## src/sv/rles_pkg.sv

```systemverilog
`timescale 1ns / 1ps
`default_nettype none
// ----------------------------------------------------------------------------
// rles_pkg
// Shared types, constants and tables of the RGB LED effect sequencer.
// ----------------------------------------------------------------------------
package rles_pkg;

    localparam int NUM_LEDS         = 4;
    localparam int LED_W            = 3 * NUM_LEDS;
    localparam int FADE_FRAME_TICKS = 15;

    localparam int TICK_W  = 16;
    localparam int PHASE_W = 5;
    localparam int REP_W   = 8;
    localparam int CHAR_W  = 8;
    localparam int CFG_W   = 16;
    localparam int ADDR_W  = 3;

    // Configuration register indexes.
    localparam logic [ADDR_W-1:0] CFG_BLINK_HALF  = 3'd0;
    localparam logic [ADDR_W-1:0] CFG_ROTATE_STEP = 3'd1;
    localparam logic [ADDR_W-1:0] CFG_BLINK_REP   = 3'd2;
    localparam logic [ADDR_W-1:0] CFG_FADE_REP    = 3'd3;
    localparam logic [ADDR_W-1:0] CFG_ROTATE_REP  = 3'd4;

    typedef enum logic [1:0] {
        EFF_SOLID  = 2'd0,
        EFF_BLINK  = 2'd1,
        EFF_FADE   = 2'd2,
        EFF_ROTATE = 2'd3
    } effect_t;

    // Decoded command character.
    typedef struct packed {
        logic       valid;
        logic       emerg;
        effect_t    effect;
        logic [2:0] colour;
    } cmd_t;

    // State that sets the LED drive.
    typedef struct packed {
        effect_t             effect;
        logic [2:0]          color_bits;
        logic [PHASE_W-1:0]  phase;
        logic [TICK_W-1:0]   tick;
    } drive_state_t;

    // Active-low red/green/blue bits of each colour number.
    function automatic logic [2:0] colour_bits(input logic [2:0] col);
        logic [2:0] bits;
        case (col)
            3'd1:    bits = 3'd6;
            3'd2:    bits = 3'd5;
            3'd3:    bits = 3'd3;
            3'd4:    bits = 3'd4;
            3'd5:    bits = 3'd2;
            3'd6:    bits = 3'd1;
            default: bits = 3'd0;
        endcase
        return bits;
    endfunction

    // LED lit in each rotation step: 0, 1, 3, 2.
    function automatic logic [1:0] rotate_led(input logic [1:0] step);
        logic [1:0] led;
        case (step)
            2'd0:    led = 2'd0;
            2'd1:    led = 2'd1;
            2'd2:    led = 2'd3;
            default: led = 2'd2;
        endcase
        return led;
    endfunction

endpackage
`default_nettype wire

```

## src/sv/rles_decode.sv

```systemverilog
`timescale 1ns / 1ps
`default_nettype none
// ----------------------------------------------------------------------------
// rles_decode
// Decodes a command character into kind, colour and effect.
// ----------------------------------------------------------------------------
module rles_decode (
    input  wire logic [rles_pkg::CHAR_W-1:0] char_code,
    output rles_pkg::cmd_t                   cmd
);
    import rles_pkg::*;

    localparam logic [7:0] CH_UA   = 8'h41;
    localparam logic [7:0] CH_UZ   = 8'h5A;
    localparam logic [7:0] CH_UV   = 8'h56;
    localparam logic [7:0] CH_LA   = 8'h61;
    localparam logic [7:0] CH_LZ   = 8'h7A;
    localparam logic [7:0] CH_LV   = 8'h76;
    localparam logic [7:0] CH_BANG = 8'h21;
    localparam logic [7:0] CH_HASH = 8'h23;
    localparam logic [7:0] CH_DOLR = 8'h24;
    localparam logic [7:0] CH_PCT  = 8'h25;
    localparam logic [7:0] CH_AMP  = 8'h26;
    localparam logic [7:0] CH_AT   = 8'h40;

    logic [7:0] diff;
    logic [4:0] k;
    logic [4:0] base;
    logic [4:0] rem;
    logic       upper;
    logic       lower;

    assign upper = (char_code >= CH_UA) && (char_code <= CH_UZ) && (char_code != CH_UV);
    assign lower = (char_code >= CH_LA) && (char_code <= CH_LZ) && (char_code != CH_LV);
    assign diff  = upper ? (char_code - CH_UA) : (char_code - CH_LA);

    always_comb
    begin
        cmd = '0;
        k   = '0;
        if (upper || lower)
        begin
            cmd.valid = 1'b1;
            cmd.emerg = lower;
            k = (diff[4:0] > 5'd21) ? (diff[4:0] - 5'd1) : diff[4:0];
        end
        else
        begin
            case (char_code)
                CH_BANG: begin cmd.valid = 1'b1; k = 5'd25; end
                CH_HASH: begin cmd.valid = 1'b1; k = 5'd26; end
                CH_DOLR: begin cmd.valid = 1'b1; k = 5'd27; end
                CH_PCT:  begin cmd.valid = 1'b1; cmd.emerg = 1'b1; k = 5'd25; end
                CH_AMP:  begin cmd.valid = 1'b1; cmd.emerg = 1'b1; k = 5'd26; end
                CH_AT:   begin cmd.valid = 1'b1; cmd.emerg = 1'b1; k = 5'd27; end
                default: cmd.valid = 1'b0;
            endcase
        end
        // The effect is the group of seven the position falls in.
        if (k >= 5'd21)
        begin
            cmd.effect = EFF_ROTATE;
            base = 5'd21;
        end
        else if (k >= 5'd14)
        begin
            cmd.effect = EFF_FADE;
            base = 5'd14;
        end
        else if (k >= 5'd7)
        begin
            cmd.effect = EFF_BLINK;
            base = 5'd7;
        end
        else
        begin
            cmd.effect = EFF_SOLID;
            base = 5'd0;
        end
        rem = k - base;
        cmd.colour = (rem == 5'd6) ? 3'd0 : (rem[2:0] + 3'd1);
    end

endmodule
`default_nettype wire

```

## src/sv/rles_drive.sv

```systemverilog
`timescale 1ns / 1ps
`default_nettype none
// ----------------------------------------------------------------------------
// rles_drive
// Forms the active-low LED drive word from the effect state.
// ----------------------------------------------------------------------------
module rles_drive (
    input  wire rles_pkg::drive_state_t     st,
    output logic [rles_pkg::LED_W-1:0]      led_drive
);
    import rles_pkg::*;

    logic [NUM_LEDS-1:0] lit_mask;
    logic [3:0]          duty;

    always_comb
    begin
        duty = st.phase[4] ? (4'd15 - st.phase[3:0]) : st.phase[3:0];
        case (st.effect)
            EFF_BLINK:  lit_mask = (st.phase == '0) ? '1 : '0;
            EFF_FADE:   lit_mask = (st.tick < {{(TICK_W-4){1'b0}}, duty}) ? '1 : '0;
            EFF_ROTATE: lit_mask = NUM_LEDS'(1) << rotate_led(st.phase[1:0]);
            default:    lit_mask = '1;
        endcase
    end

    for (genvar n = 0; n < NUM_LEDS; n++)
    begin : g_led
        assign led_drive[3*n +: 3] = lit_mask[n] ? st.color_bits : 3'b111;
    end

endmodule
`default_nettype wire

```

## src/sv/rgb_led_effect_sequencer_core.sv

```systemverilog
`timescale 1ns / 1ps
`default_nettype none
// The result for an item is registered and is on the master side in the cycle after its transfer.
// Throughput: one item per cycle; the single output register is refilled in the cycle
// it is taken, so a stall holds the slave side only while that register stays full.
// Reset (rst_n low, asynchronous): white solid setting, no emergency, no pending
// command, counters cleared, configuration at 100, 90, 15, 5 and 10.
// ----------------------------------------------------------------------------
// rgb_led_effect_sequencer_core
// Drives four active-low RGB LEDs from command characters and 1 ms ticks, with
// standing settings, one pending command slot and emergency runs.
// ----------------------------------------------------------------------------
module rgb_led_effect_sequencer_core (
    input  wire logic                          clk,
    input  wire logic                          rst_n,
    // Slave side. tdata: char_code[7:0]. tuser: command (0 tick, 1 character).
    input  wire logic                          s_tvalid,
    output logic                               s_tready,
    input  wire logic [7:0]                    s_tdata,
    input  wire logic                          s_tuser,
    // Master side. tdata: led_drive[11:0], emergency_active[12], zeros[15:13].
    output logic                               m_tvalid,
    input  wire logic                          m_tready,
    output logic [15:0]                        m_tdata,
    // Configuration write port.
    input  wire logic                          cfg_we,
    input  wire logic [rles_pkg::ADDR_W-1:0]   cfg_addr,
    input  wire logic [rles_pkg::CFG_W-1:0]    cfg_wdata
);
    import rles_pkg::*;

    // Configuration registers.
    logic [TICK_W-1:0] blink_half_reg;
    logic [TICK_W-1:0] rotate_step_reg;
    logic [REP_W-1:0]  blink_rep_reg;
    logic [REP_W-1:0]  fade_rep_reg;
    logic [REP_W-1:0]  rotate_rep_reg;

    // Sequencer state and its next values.
    logic [2:0]          std_col_reg,   std_col_next;
    effect_t             std_eff_reg,   std_eff_next;
    logic [2:0]          act_bits_reg,  act_bits_next;
    effect_t             act_eff_reg,   act_eff_next;
    logic                emerg_reg,     emerg_next;
    logic [REP_W-1:0]    rep_reg,       rep_next;
    logic [PHASE_W-1:0]  phase_reg,     phase_next;
    logic [TICK_W-1:0]   tick_reg,      tick_next;
    logic [CHAR_W:0]     pend_reg,      pend_next;

    // Output stage.
    logic                m_tvalid_reg;
    logic [15:0]         m_tdata_reg;

    logic                accept;
    cmd_t                in_cmd;
    cmd_t                pend_cmd;
    drive_state_t        drv_st;
    logic [LED_W-1:0]    led_now;
    logic [TICK_W-1:0]   phase_len;
    logic [PHASE_W:0]    phase_cnt;
    logic [TICK_W:0]     tick_sum;
    logic [PHASE_W-1:0]  phase_inc;
    logic                cycle_end;
    logic [REP_W-1:0]    run_len;

    // A new item is taken whenever the output register is empty or being emptied.
    assign s_tready = !m_tvalid_reg || m_tready;
    assign accept   = s_tvalid && s_tready;
    assign m_tvalid = m_tvalid_reg;
    assign m_tdata  = m_tdata_reg;

    rles_decode u_in_decode (
        .char_code (s_tdata),
        .cmd       (in_cmd)
    );

    rles_decode u_pend_decode (
        .char_code (pend_reg[CHAR_W-1:0]),
        .cmd       (pend_cmd)
    );

    // The result of every item shows the drive of the state before that item.
    assign drv_st = '{effect: act_eff_reg, color_bits: act_bits_reg,
                      phase: phase_reg, tick: tick_reg};

    rles_drive u_drive (
        .st        (drv_st),
        .led_drive (led_now)
    );

    // Length and number of phases of the active effect; zero registers act as one.
    always_comb
    begin
        case (act_eff_reg)
            EFF_BLINK:
            begin
                phase_len = (blink_half_reg == '0) ? TICK_W'(1) : blink_half_reg;
                phase_cnt = (PHASE_W+1)'(2);
            end
            EFF_FADE:
            begin
                phase_len = TICK_W'(FADE_FRAME_TICKS);
                phase_cnt = (PHASE_W+1)'(32);
            end
            EFF_ROTATE:
            begin
                phase_len = (rotate_step_reg == '0) ? TICK_W'(1) : rotate_step_reg;
                phase_cnt = (PHASE_W+1)'(4);
            end
            default:
            begin
                phase_len = TICK_W'(1);
                phase_cnt = (PHASE_W+1)'(1);
            end
        endcase
    end

    // Repeat count of an emergency run, taken from the pending command's effect.
    always_comb
    begin
        case (pend_cmd.effect)
            EFF_BLINK:  run_len = (blink_rep_reg  == '0) ? REP_W'(1) : blink_rep_reg;
            EFF_FADE:   run_len = (fade_rep_reg   == '0) ? REP_W'(1) : fade_rep_reg;
            EFF_ROTATE: run_len = (rotate_rep_reg == '0) ? REP_W'(1) : rotate_rep_reg;
            default:    run_len = REP_W'(1);
        endcase
    end

    assign tick_sum  = {1'b0, tick_reg} + (TICK_W+1)'(1);
    assign phase_inc = phase_reg + PHASE_W'(1);

    always_comb
    begin
        std_col_next  = std_col_reg;
        std_eff_next  = std_eff_reg;
        act_bits_next = act_bits_reg;
        act_eff_next  = act_eff_reg;
        emerg_next    = emerg_reg;
        rep_next      = rep_reg;
        phase_next    = phase_reg;
        tick_next     = tick_reg;
        pend_next     = pend_reg;
        cycle_end     = 1'b0;

        if (accept)
        begin
            if (s_tuser)
            begin
                // Characters only fill the pending slot; time does not move.
                if (!emerg_reg && in_cmd.valid)
                begin
                    pend_next = {1'b1, s_tdata};
                end
            end
            else if (tick_sum >= {1'b0, phase_len})
            begin
                tick_next  = '0;
                phase_next = phase_inc;
                cycle_end  = ({1'b0, phase_inc} >= phase_cnt) || (phase_inc == '0);
            end
            else
            begin
                tick_next = tick_sum[TICK_W-1:0];
            end
        end

        if (cycle_end)
        begin
            // Count down an emergency run; it ends when the count reaches zero.
            if (emerg_reg)
            begin
                if (rep_reg != '0)
                begin
                    rep_next = rep_reg - REP_W'(1);
                end
                if (rep_next == '0)
                begin
                    emerg_next = 1'b0;
                end
            end
            // With no emergency left, the pending command is taken.
            if (!emerg_next && pend_reg[CHAR_W])
            begin
                if (pend_cmd.valid)
                begin
                    if (pend_cmd.emerg)
                    begin
                        act_bits_next = colour_bits(pend_cmd.colour);
                        act_eff_next  = pend_cmd.effect;
                        rep_next      = run_len;
                        emerg_next    = 1'b1;
                    end
                    else
                    begin
                        std_col_next = pend_cmd.colour;
                        std_eff_next = pend_cmd.effect;
                    end
                end
                pend_next = '0;
            end
            if (!emerg_next)
            begin
                act_bits_next = colour_bits(std_col_next);
                act_eff_next  = std_eff_next;
            end
            phase_next = '0;
            tick_next  = '0;
        end
    end

    // Configuration registers; indexes beyond the list are ignored.
    always_ff @(posedge clk or negedge rst_n)
    begin
        if (!rst_n)
        begin
            blink_half_reg  <= TICK_W'(100);
            rotate_step_reg <= TICK_W'(90);
            blink_rep_reg   <= REP_W'(15);
            fade_rep_reg    <= REP_W'(5);
            rotate_rep_reg  <= REP_W'(10);
        end
        else if (cfg_we)
        begin
            unique case (cfg_addr)
                CFG_BLINK_HALF:  blink_half_reg  <= cfg_wdata;
                CFG_ROTATE_STEP: rotate_step_reg <= cfg_wdata;
                CFG_BLINK_REP:   blink_rep_reg   <= cfg_wdata[REP_W-1:0];
                CFG_FADE_REP:    fade_rep_reg    <= cfg_wdata[REP_W-1:0];
                CFG_ROTATE_REP:  rotate_rep_reg  <= cfg_wdata[REP_W-1:0];
                default:         ;
            endcase
        end
    end

    // Sequencer state.
    always_ff @(posedge clk or negedge rst_n)
    begin
        if (!rst_n)
        begin
            std_col_reg  <= '0;
            std_eff_reg  <= EFF_SOLID;
            act_bits_reg <= '0;
            act_eff_reg  <= EFF_SOLID;
            emerg_reg    <= 1'b0;
            rep_reg      <= '0;
            phase_reg    <= '0;
            tick_reg     <= '0;
            pend_reg     <= '0;
        end
        else
        begin
            std_col_reg  <= std_col_next;
            std_eff_reg  <= std_eff_next;
            act_bits_reg <= act_bits_next;
            act_eff_reg  <= act_eff_next;
            emerg_reg    <= emerg_next;
            rep_reg      <= rep_next;
            phase_reg    <= phase_next;
            tick_reg     <= tick_next;
            pend_reg     <= pend_next;
        end
    end

    // Output register: loaded on every transfer in, emptied by a transfer out.
    always_ff @(posedge clk or negedge rst_n)
    begin
        if (!rst_n)
        begin
            m_tvalid_reg <= 1'b0;
        end
        else if (accept)
        begin
            m_tvalid_reg <= 1'b1;
        end
        else if (m_tready)
        begin
            m_tvalid_reg <= 1'b0;
        end
    end

    always_ff @(posedge clk)
    begin
        if (accept)
        begin
            m_tdata_reg <= {3'b000, emerg_reg, led_now};
        end
    end

    // Outside an emergency run the repeat counter has run down to zero.
    a_rep_idle: assert property (@(posedge clk) disable iff (!rst_n)
        !emerg_reg |-> (rep_reg == '0))
        else $error("repeat count left over outside an emergency run");

    // Starting an emergency consumes the pending slot, and none is taken during one.
    a_no_pend_in_emerg: assert property (@(posedge clk) disable iff (!rst_n)
        emerg_reg |-> !pend_reg[CHAR_W])
        else $error("command pending during an emergency run");

    // The solid effect has a single phase.
    a_solid_phase: assert property (@(posedge clk) disable iff (!rst_n)
        (act_eff_reg == EFF_SOLID) |-> (phase_reg == '0))
        else $error("phase index moved during the solid effect");

    // Every transfer in leaves a result waiting on the master side.
    a_result_follows: assert property (@(posedge clk) disable iff (!rst_n)
        accept |=> m_tvalid_reg)
        else $error("accepted item produced no result");

endmodule
`default_nettype wire
```

## config.mk

```make
export PLATFORM = sky130hd
export DESIGN_NAME = rgb_led_effect_sequencer_core
export DESIGN_NICKNAME = d
export VERILOG_FILES = /design/src/sv/rles_pkg.sv /design/src/sv/rles_decode.sv /design/src/sv/rles_drive.sv /design/src/sv/rgb_led_effect_sequencer_core.sv
export SDC_FILE = /design/constraint.sdc
export NUM_CORES = 1
export LEC_CHECK = 0
export BUFFER_PORTS_ARGS = -buffer_cell sky130_fd_sc_hd__buf_2
export CAP_MARGIN = 5
export CORE_UTILIZATION = 50
export DETAILED_ROUTE_END_ITERATION = 10
export PLACE_DENSITY = 0.69
export SLEW_MARGIN = 0
export SYNTH_ARGS = -nofsm -noshare
export SYNTH_HDL_FRONTEND = slang
export SYNTH_SLANG_ARGS = --single-unit
```

## constraint.sdc

```tcl
create_clock -name clk -period 4.7 [get_ports clk]
set_clock_uncertainty 0.05 [all_clocks]
set_input_delay 0.235 -clock clk [delete_from_list [all_inputs] [get_ports clk]]
set_output_delay 0.235 -clock clk [all_outputs]
set_load 0.005 [all_outputs]
```

Word-level counts from Yosys, hierarchy flattened
Cells that the tools add are included.
{"block": "totals", "ff_bits": 119, "word_cells": 217, "out_inout_bits": 18}
{"block": "op_classes", "n_eq_ne": 45, "n_mux": 80, "n_addsub": 9, "shift": 1, "magnitude_cmp": 15, "reduce_logical": 47}
{"cell": "two-way mux 16 bit", "n": 6}
{"cell": "== test 8 x 6 -> 1 bit (second input constant)", "n": 10}
{"cell": "two-way mux 8 bit", "n": 10}
{"cell": "one-hot mux 16 bit (3 select lines)", "n": 1}
{"cell": "two-way mux 5 bit", "n": 9}
{"cell": "two-way mux 9 bit", "n": 5}
{"cell": "one-hot mux 3 bit (6 select lines)", "n": 2}
{"cell": "greater-or-equal comparator 8 x 7 -> 1 bit (second input constant)", "n": 4}
{"cell": "<= comparator 8 x 7 -> 1 bit (second input constant)", "n": 4}
{"cell": "logical NOT 16 bit", "n": 2}
{"cell": "logical NOT 8 bit", "n": 4}
{"cell": "!= test 8 x 7 -> 1 bit (second input constant)", "n": 4}
{"cell": "two-way mux 3 bit", "n": 10}
{"cell": "two-way mux 2 bit", "n": 12}
{"cell": "one-hot mux 8 bit (3 select lines)", "n": 1}
{"cell": "== test 3 bit (second input constant)", "n": 7}
{"cell": "== test 3 x 2 -> 1 bit (second input constant)", "n": 6}
{"cell": "one-hot mux 6 bit (3 select lines)", "n": 1}
{"cell": "adder 16 x 1 -> 17 bit (second input constant)", "n": 1}
{"cell": "greater-or-equal comparator 17 x 16 -> 1 bit", "n": 1}
{"cell": "two-way mux 1 bit", "n": 17}
{"cell": "== test 8 x 7 -> 1 bit (second input constant)", "n": 2}
{"cell": "less-than comparator 16 x 4 -> 1 bit", "n": 1}
{"cell": "one-hot mux 5 bit (3 select lines)", "n": 1}
{"cell": "35 further kinds", "n": 76}

Depth between registers and ports, before layout
{"block": "depth", "depth_word": 21, "mapped_depth": 23, "depth_no_buf": 20}

Modules after synthesis
A second synthesis with hierarchy kept.
{"block": "unflattened", "hier_cells": 908, "hier_area_um2": 8901.0}
{"mod": "rgb_led_effect_sequencer_core", "seq_area_each_um2": 3061.7, "instances": 1, "area_each_um2": 6537.5, "cells_each": 599}
{"mod": "rles_decode", "seq_area_each_um2": 0.0, "instances": 2, "area_each_um2": 1027.2, "cells_each": 134}
{"mod": "rles_drive", "seq_area_each_um2": 0.0, "instances": 1, "area_each_um2": 309.0, "cells_each": 41}

Worst setup path before layout
Ideal clock, no wire load.
{"block": "synth_path", "path_kind": "reg2reg", "start": "register pend_reg[0]", "end": "register act_bits_reg[2]", "synth_period_minus_slack_ns": 4.741, "path_slack_ns": -0.041, "stages_incl_launch_ff": 23, "arrival_ns": 4.567, "n_path_buf": 3, "cell_sequence": "dfrtp_1 > buf_2 > inv_1 > ha_1 > clkbuf_1 > o21ai_0 > a21oi_1 > o21ai_0 > nand2_1 > nor3_1 > a2bb2o_1 > buf_2 > nor2_1 > ha_1 > fa_1 > or2_2 > o31ai_1 > a21oi_1 > nand3b_1 > nor3b_2 > nor2_1 > mux2i_1 > a211o_1"}
{"block": "synth_between", "elab_chain_len": 21}
{"item": "start, declared", "line": "rgb_led_effect_sequencer_core.sv:48", "rtl": "logic [CHAR_W:0] pend_reg, pend_next;"}
{"item": "start signal, assigned", "line": "rgb_led_effect_sequencer_core.sv:260", "rtl": "pend_reg <= pend_next;"}
{"item": "greater-or-equal comparator 8 x 7 -> 1 bit or <= comparator 8 x 7 -> 1 bit (tied branches)", "line": "rles_decode.sv:33", "rtl": "assign upper = (char_code >= CH_UA) && (char_code <= CH_UZ) && (char_code != CH_UV);"}
{"item": "logical AND 1 bit (2 in a row)", "line": "rles_decode.sv:33"}
{"item": "two-way mux 5 bit", "line": "rles_decode.sv:35", "rtl": "assign diff = upper ? (char_code - CH_UA) : (char_code - CH_LA);"}
{"item": "subtractor 5 x 1 -> 5 bit or > comparator 5 bit (tied branches)", "line": "rles_decode.sv:45", "rtl": "k = (diff[4:0] > 5'd21) ? (diff[4:0] - 5'd1) : diff[4:0];"}
{"item": "two-way mux 5 bit", "line": "rles_decode.sv:45"}
{"item": "two-way mux 5 bit", "line": "rles_decode.sv:41", "rtl": "if (upper || lower)"}
{"item": "greater-or-equal comparator 5 x 3 -> 1 bit", "line": "rles_decode.sv:70", "rtl": "else if (k >= 5'd7)"}
{"item": "two-way mux 3 bit", "line": "rles_decode.sv:70"}
{"item": "[4 not listed]"}
{"item": "two-way mux 3 bit", "line": "rles_decode.sv:81", "rtl": "cmd.colour = (rem == 5'd6) ? 3'd0 : (rem[2:0] + 3'd1);"}
{"item": "two-way mux 3 bit", "line": "rgb_led_effect_sequencer_core.sv:186", "rtl": "if (pend_cmd.emerg)"}
{"item": "two-way mux 3 bit", "line": "rgb_led_effect_sequencer_core.sv:184", "rtl": "if (pend_cmd.valid)"}
{"item": "two-way mux 3 bit", "line": "rgb_led_effect_sequencer_core.sv:182", "rtl": "if (!emerg_next && pend_reg[CHAR_W])"}
{"item": "two-way mux 3 bit", "line": "rgb_led_effect_sequencer_core.sv:167", "rtl": "if (cycle_end)"}
{"item": "== test 3 bit (tied with other cells)", "line": "rles_pkg.sv:53", "rtl": "case (col)"}
{"item": "one-hot mux 3 bit (6 select lines)", "line": "rles_pkg.sv:53"}
{"item": "two-way mux 3 bit", "line": "rgb_led_effect_sequencer_core.sv:201", "rtl": "if (!emerg_next)"}
{"item": "end signal, assigned", "line": "rgb_led_effect_sequencer_core.sv:254", "rtl": "act_bits_reg <= act_bits_next;"}
{"item": "end, declared", "line": "rgb_led_effect_sequencer_core.sv:42", "rtl": "logic [2:0] act_bits_reg, act_bits_next;"}
Parallel ways exist; a longest one is shown, timed or not. The select of a mux whose other input is x is not followed.
A chain may end at the register's enable or synchronous reset.

Worst setup path in the final report
Ends and elaborated chain as after synthesis.

==> flow_summary_export.csv <==
group,metric,value,unit
synth,syn_avg_cell_area,9.65,sq um
synth,synth_compound_area_frac,0.161,
synth,synth_cell_types,74,
power_and_ir_drop,switching_share,0.445,
timing,fmax,223,MHz
floorplan,chipHeight,125,um
clocking,cts-htree-levels,4,
timing,fin_ws,0.224,ns
status,status,"finished with violations",
finish,finalInstanceArea,8810,sq um
power_and_ir_drop,p_sw,2.99,mW
power_and_ir_drop,p_int,3.72,mW
floorplan,num_io_pins,51,
synth,netlist.area_leader.share,0.299,
power_and_ir_drop,ir_worst_vdd,0.000430,V
worst_setup_path,crit_type,"reg -> reg",
finish,fill_cells,1222,
placement,port_buffers,47,
timing,slew_headroom,0.210,
synth,synth_simple_gate_area_frac,0.188,
drt,vias,6410,
clocking,path_clk_slew,0.06,ns
power_and_ir_drop,p_seq_frac,0.251,
placement,dp_hpwl,13.7,mm
worst_setup_path,worstSetupStartpointType,"register",
worst_setup_path,worstPathMaxFanout,16,
clocking,cts_buffers,17,
drt,vias_per_cell,6.13,
drt,post_drt_wl_per_cell,18.3,um
finish,syn_to_final_growth,15.8,%
finish,regArea,3060,sq um
synth,synth.cell_area,7610,sq um
clocking,cts.path.max_buffers,2,
finish,fin_nets,927,
timing,min_period,4.48,ns
synth,synth_xor_area_frac,0.0334,
drt,drt_iter0_drc,588,
synth,synthArstFlopShare,0.891,
synth,synth_adder_area_share,0.0750,
global_routing,grt_pass1_wl,32.2,mm
timing,final_max_slew_viol_count,0,
worst_setup_path,required,4.96,ns
timing,worstMarginPinSlew,1.18,ns
drt,dr.pass1.iters,8,
hold_path,hold_class,"in -> reg",
clocking,cts_tree,"done",
global_routing,grt_usage,0.256,
clocking,clock_latency,0.43,ns
timing,hold_viol_final,0,
synth,yosysTopAreaCell,"dfrtp_1",
status,violations,"design-rule violations",
synth,synth_edf_count,13,
floorplan,core_region_area,14700,sq um
placement,gp_congestion,0.857,
drt,ant_nets,0,
power_and_ir_drop,pwr-share-comb,0.561,
synth,synth-main-ff-cell,"dfrtp_1",
global_routing,grt_max_degree,78,
synth,postSynthCellCount,788,
floorplan,fp-row-count,44,
power_and_ir_drop,total_power,6.71,mW
finish,multi_input_area,4380,sq um
synth,ys_seq_area_frac,0.403,
timing,finalSetupViolCount,0,
synth,yosysWarnings,0,
timing,period_share,0.952,
flow_run,max_cap_viol_count,0,
power_and_ir_drop,leakage,3.86,nW
placement,dp_slack,0.0308,ns
finish,n_antenna_cell,0,
power_and_ir_drop,clockPowerShare,0.188,
floorplan,start_util,0.517,
drt,drc,8,
floorplan,die_w,125,um
global_routing,grt_pass1_vias,6430,
power_and_ir_drop,powerDensity,761,nW/um^2
synth,synth_top_family_by_area,"simple AND/OR/NAND/NOR gates",
synth,synth_area_leaders,"dfrtp_1 (30%), mux2_2 (9.5%), ha_1 (7.2%)",
finish,drive_gt1_frac,0.245,
synth,synthMuxAreaShare,0.104,
drt,routed_wl,19.2,mm
placement,place_area,8080,sq um
worst_setup_path,arrival,4.73,ns
clocking,clkSinkCount,119,
floorplan,fp.dieArea,15700,sq um
clocking,cts-root-buf,"clkbuf_16",
global_routing,grt_remaining_overflow,0,
synth,ys_ff_latch,119,
global_routing,antenna_found_initial,0,
worst_setup_path,end_kind,"register",
[logic make-up after synthesis]
group                      after synthesis
and+or+nand+nor                        277
muxes                                   71
adders and majority gates               45
xor gates and xnor gates                29
other                                    1
AOI/OAI and AO/OA                      185
DFF                                    119
buffers and inverters                   61
[cells in the mapped netlist (all sizes together), types with 7 or more instances]
master	count
dfrtp	91
nand2	76
o21ai	66
mux2	64
nor2	60
ha	44
a21oi	25
inv	25
nand3	25
xnor2	23
clkbuf	22
nand2b	20
nor3	18
nor4	17
dfstp	15
a22oi	14
buf	14
edfxtp	13
nor2b	11
o31ai	11
o21a	10
and2	8
a222oi	7
mux2i	7
[area by class of cell]
cell class | count | share of cell area
timing repair buffer | 76 | 0.0537
clock buffer | 19 | 0.0514
clock inverter | 13 | 0.0136
inverter | 25 | 0.0107
multi-input combinational | 610 | 0.497
sequential | 119 | 0.348
tap | 184 | 0.0261
[power groups by stage]
| stage | sequential [mW] | combinational (mW) | clock, mW |
|---|---|---|---|
| floorplan | 1.55 | 2.66 | 0 |
| global placement | 1.66 | 3.32 | 0 |
| detailed placement | 1.68 | 3.48 | 0 |
| CTS | 1.67 | 3.51 | 1.27 |
| global route | 1.72 | 4.16 | 1.32 |
| finish | 1.69 | 3.76 | 1.26 |
[metrics by stage]
| step | std cells | utilization | hold slack [ns] | setup TNS (ns) |
|---|---|---|---|---|
| after floorplan | 790 | - | -0.111 | 0 |
| after global placement | 1007 | 0.549 | 0.391 | 0 |
| after detailed placement | 1007 | 0.549 | 0.398 | 0 |
| after CTS | 1046 | 0.593 | 0.00510 | 0 |
| final | 1046 | 0.599 | 0.0169 | 0 |
| after global routing | 1046 | 0.599 | 0.0160 | -0.0172 |
[layer usage]
metal,wire [um],vias up,share of wire,GRT usage
met5,0,-,0,0
met4,312,0,0.016,0.0961
met3,1030,34,0.054,0.0492
met2,9120,214,0.48,0.410
met1,8710,3149,0.45,0.346
li1,-,3013,-,-
[path summary, 6_finish.rpt]
path / start / to / slack, ns / cells past startpoint
max: pend_reg[0] / act_bits_reg[2] / 0.22 / 17
min: cfg_wdata[14] / blink_half_reg[14] / 0.02 / 2
max reg2reg: pend_reg[0] / act_bits_reg[2] / 0.22 / 17
min reg2reg: rotate_rep_reg[0] / rotate_rep_reg[0] / 0.47 / 1
max in group asynchronous: rst_n / blink_half_reg[2] / 3.10 / 3
min in group asynchronous: rst_n / tick_reg[10] / 0.47 / 2
[worst max-delay path, cell delays in order, from the launching register on]
cell and delay [ns]:
dfrtp_1 0.38, buf_4 0.19, nor3_1 0.28, xnor2_1 0.21, a221oi_2 0.48, o21ai_2 0.15, a2bb2o_1 0.31, nor2_1 0.07
ha_1 0.21, fa_1 0.47, or2_2 0.33, o31ai_1 0.08, a21oi_1 0.09, nand3b_1 0.20, nor3b_4 0.31, nor2_1 0.12
mux2i_1 0.14, a211o_1 0.30
[timing repair]
item                                   4_1_cts  5_1_grt
setup endpoints to repair                    0        6
setup buffers                                0        0
endpoints found under the hold margin       79        0
hold buffers                                 7        0
resized for setup                            0       18
[placed cells by master (no fill, tap or decap), drive strengths merged, types with 13 or more instances in the layout]
| cell type | Yosys | layout |
|---|---|---|
| ha | 44 | 44 |
| nor3 | 18 | 18 |
| dfstp | 15 | 15 |
| buf | 14 | 69 |
| a22oi | 14 | 14 |
| o21ai | 66 | 66 |
| dfrtp | 91 | 91 |
| nor2 | 60 | 60 |
| a21oi | 25 | 25 |
| nand3 | 25 | 25 |
| mux2 | 64 | 64 |
| nor4 | 17 | 17 |
| nand2 | 76 | 76 |
| inv | 25 | 29 |
| clkbuf | 22 | 19 |
| xnor2 | 23 | 23 |
| edfxtp | 13 | 13 |
| nand2b | 20 | 20 |
(Power assumes the default switching activity.)
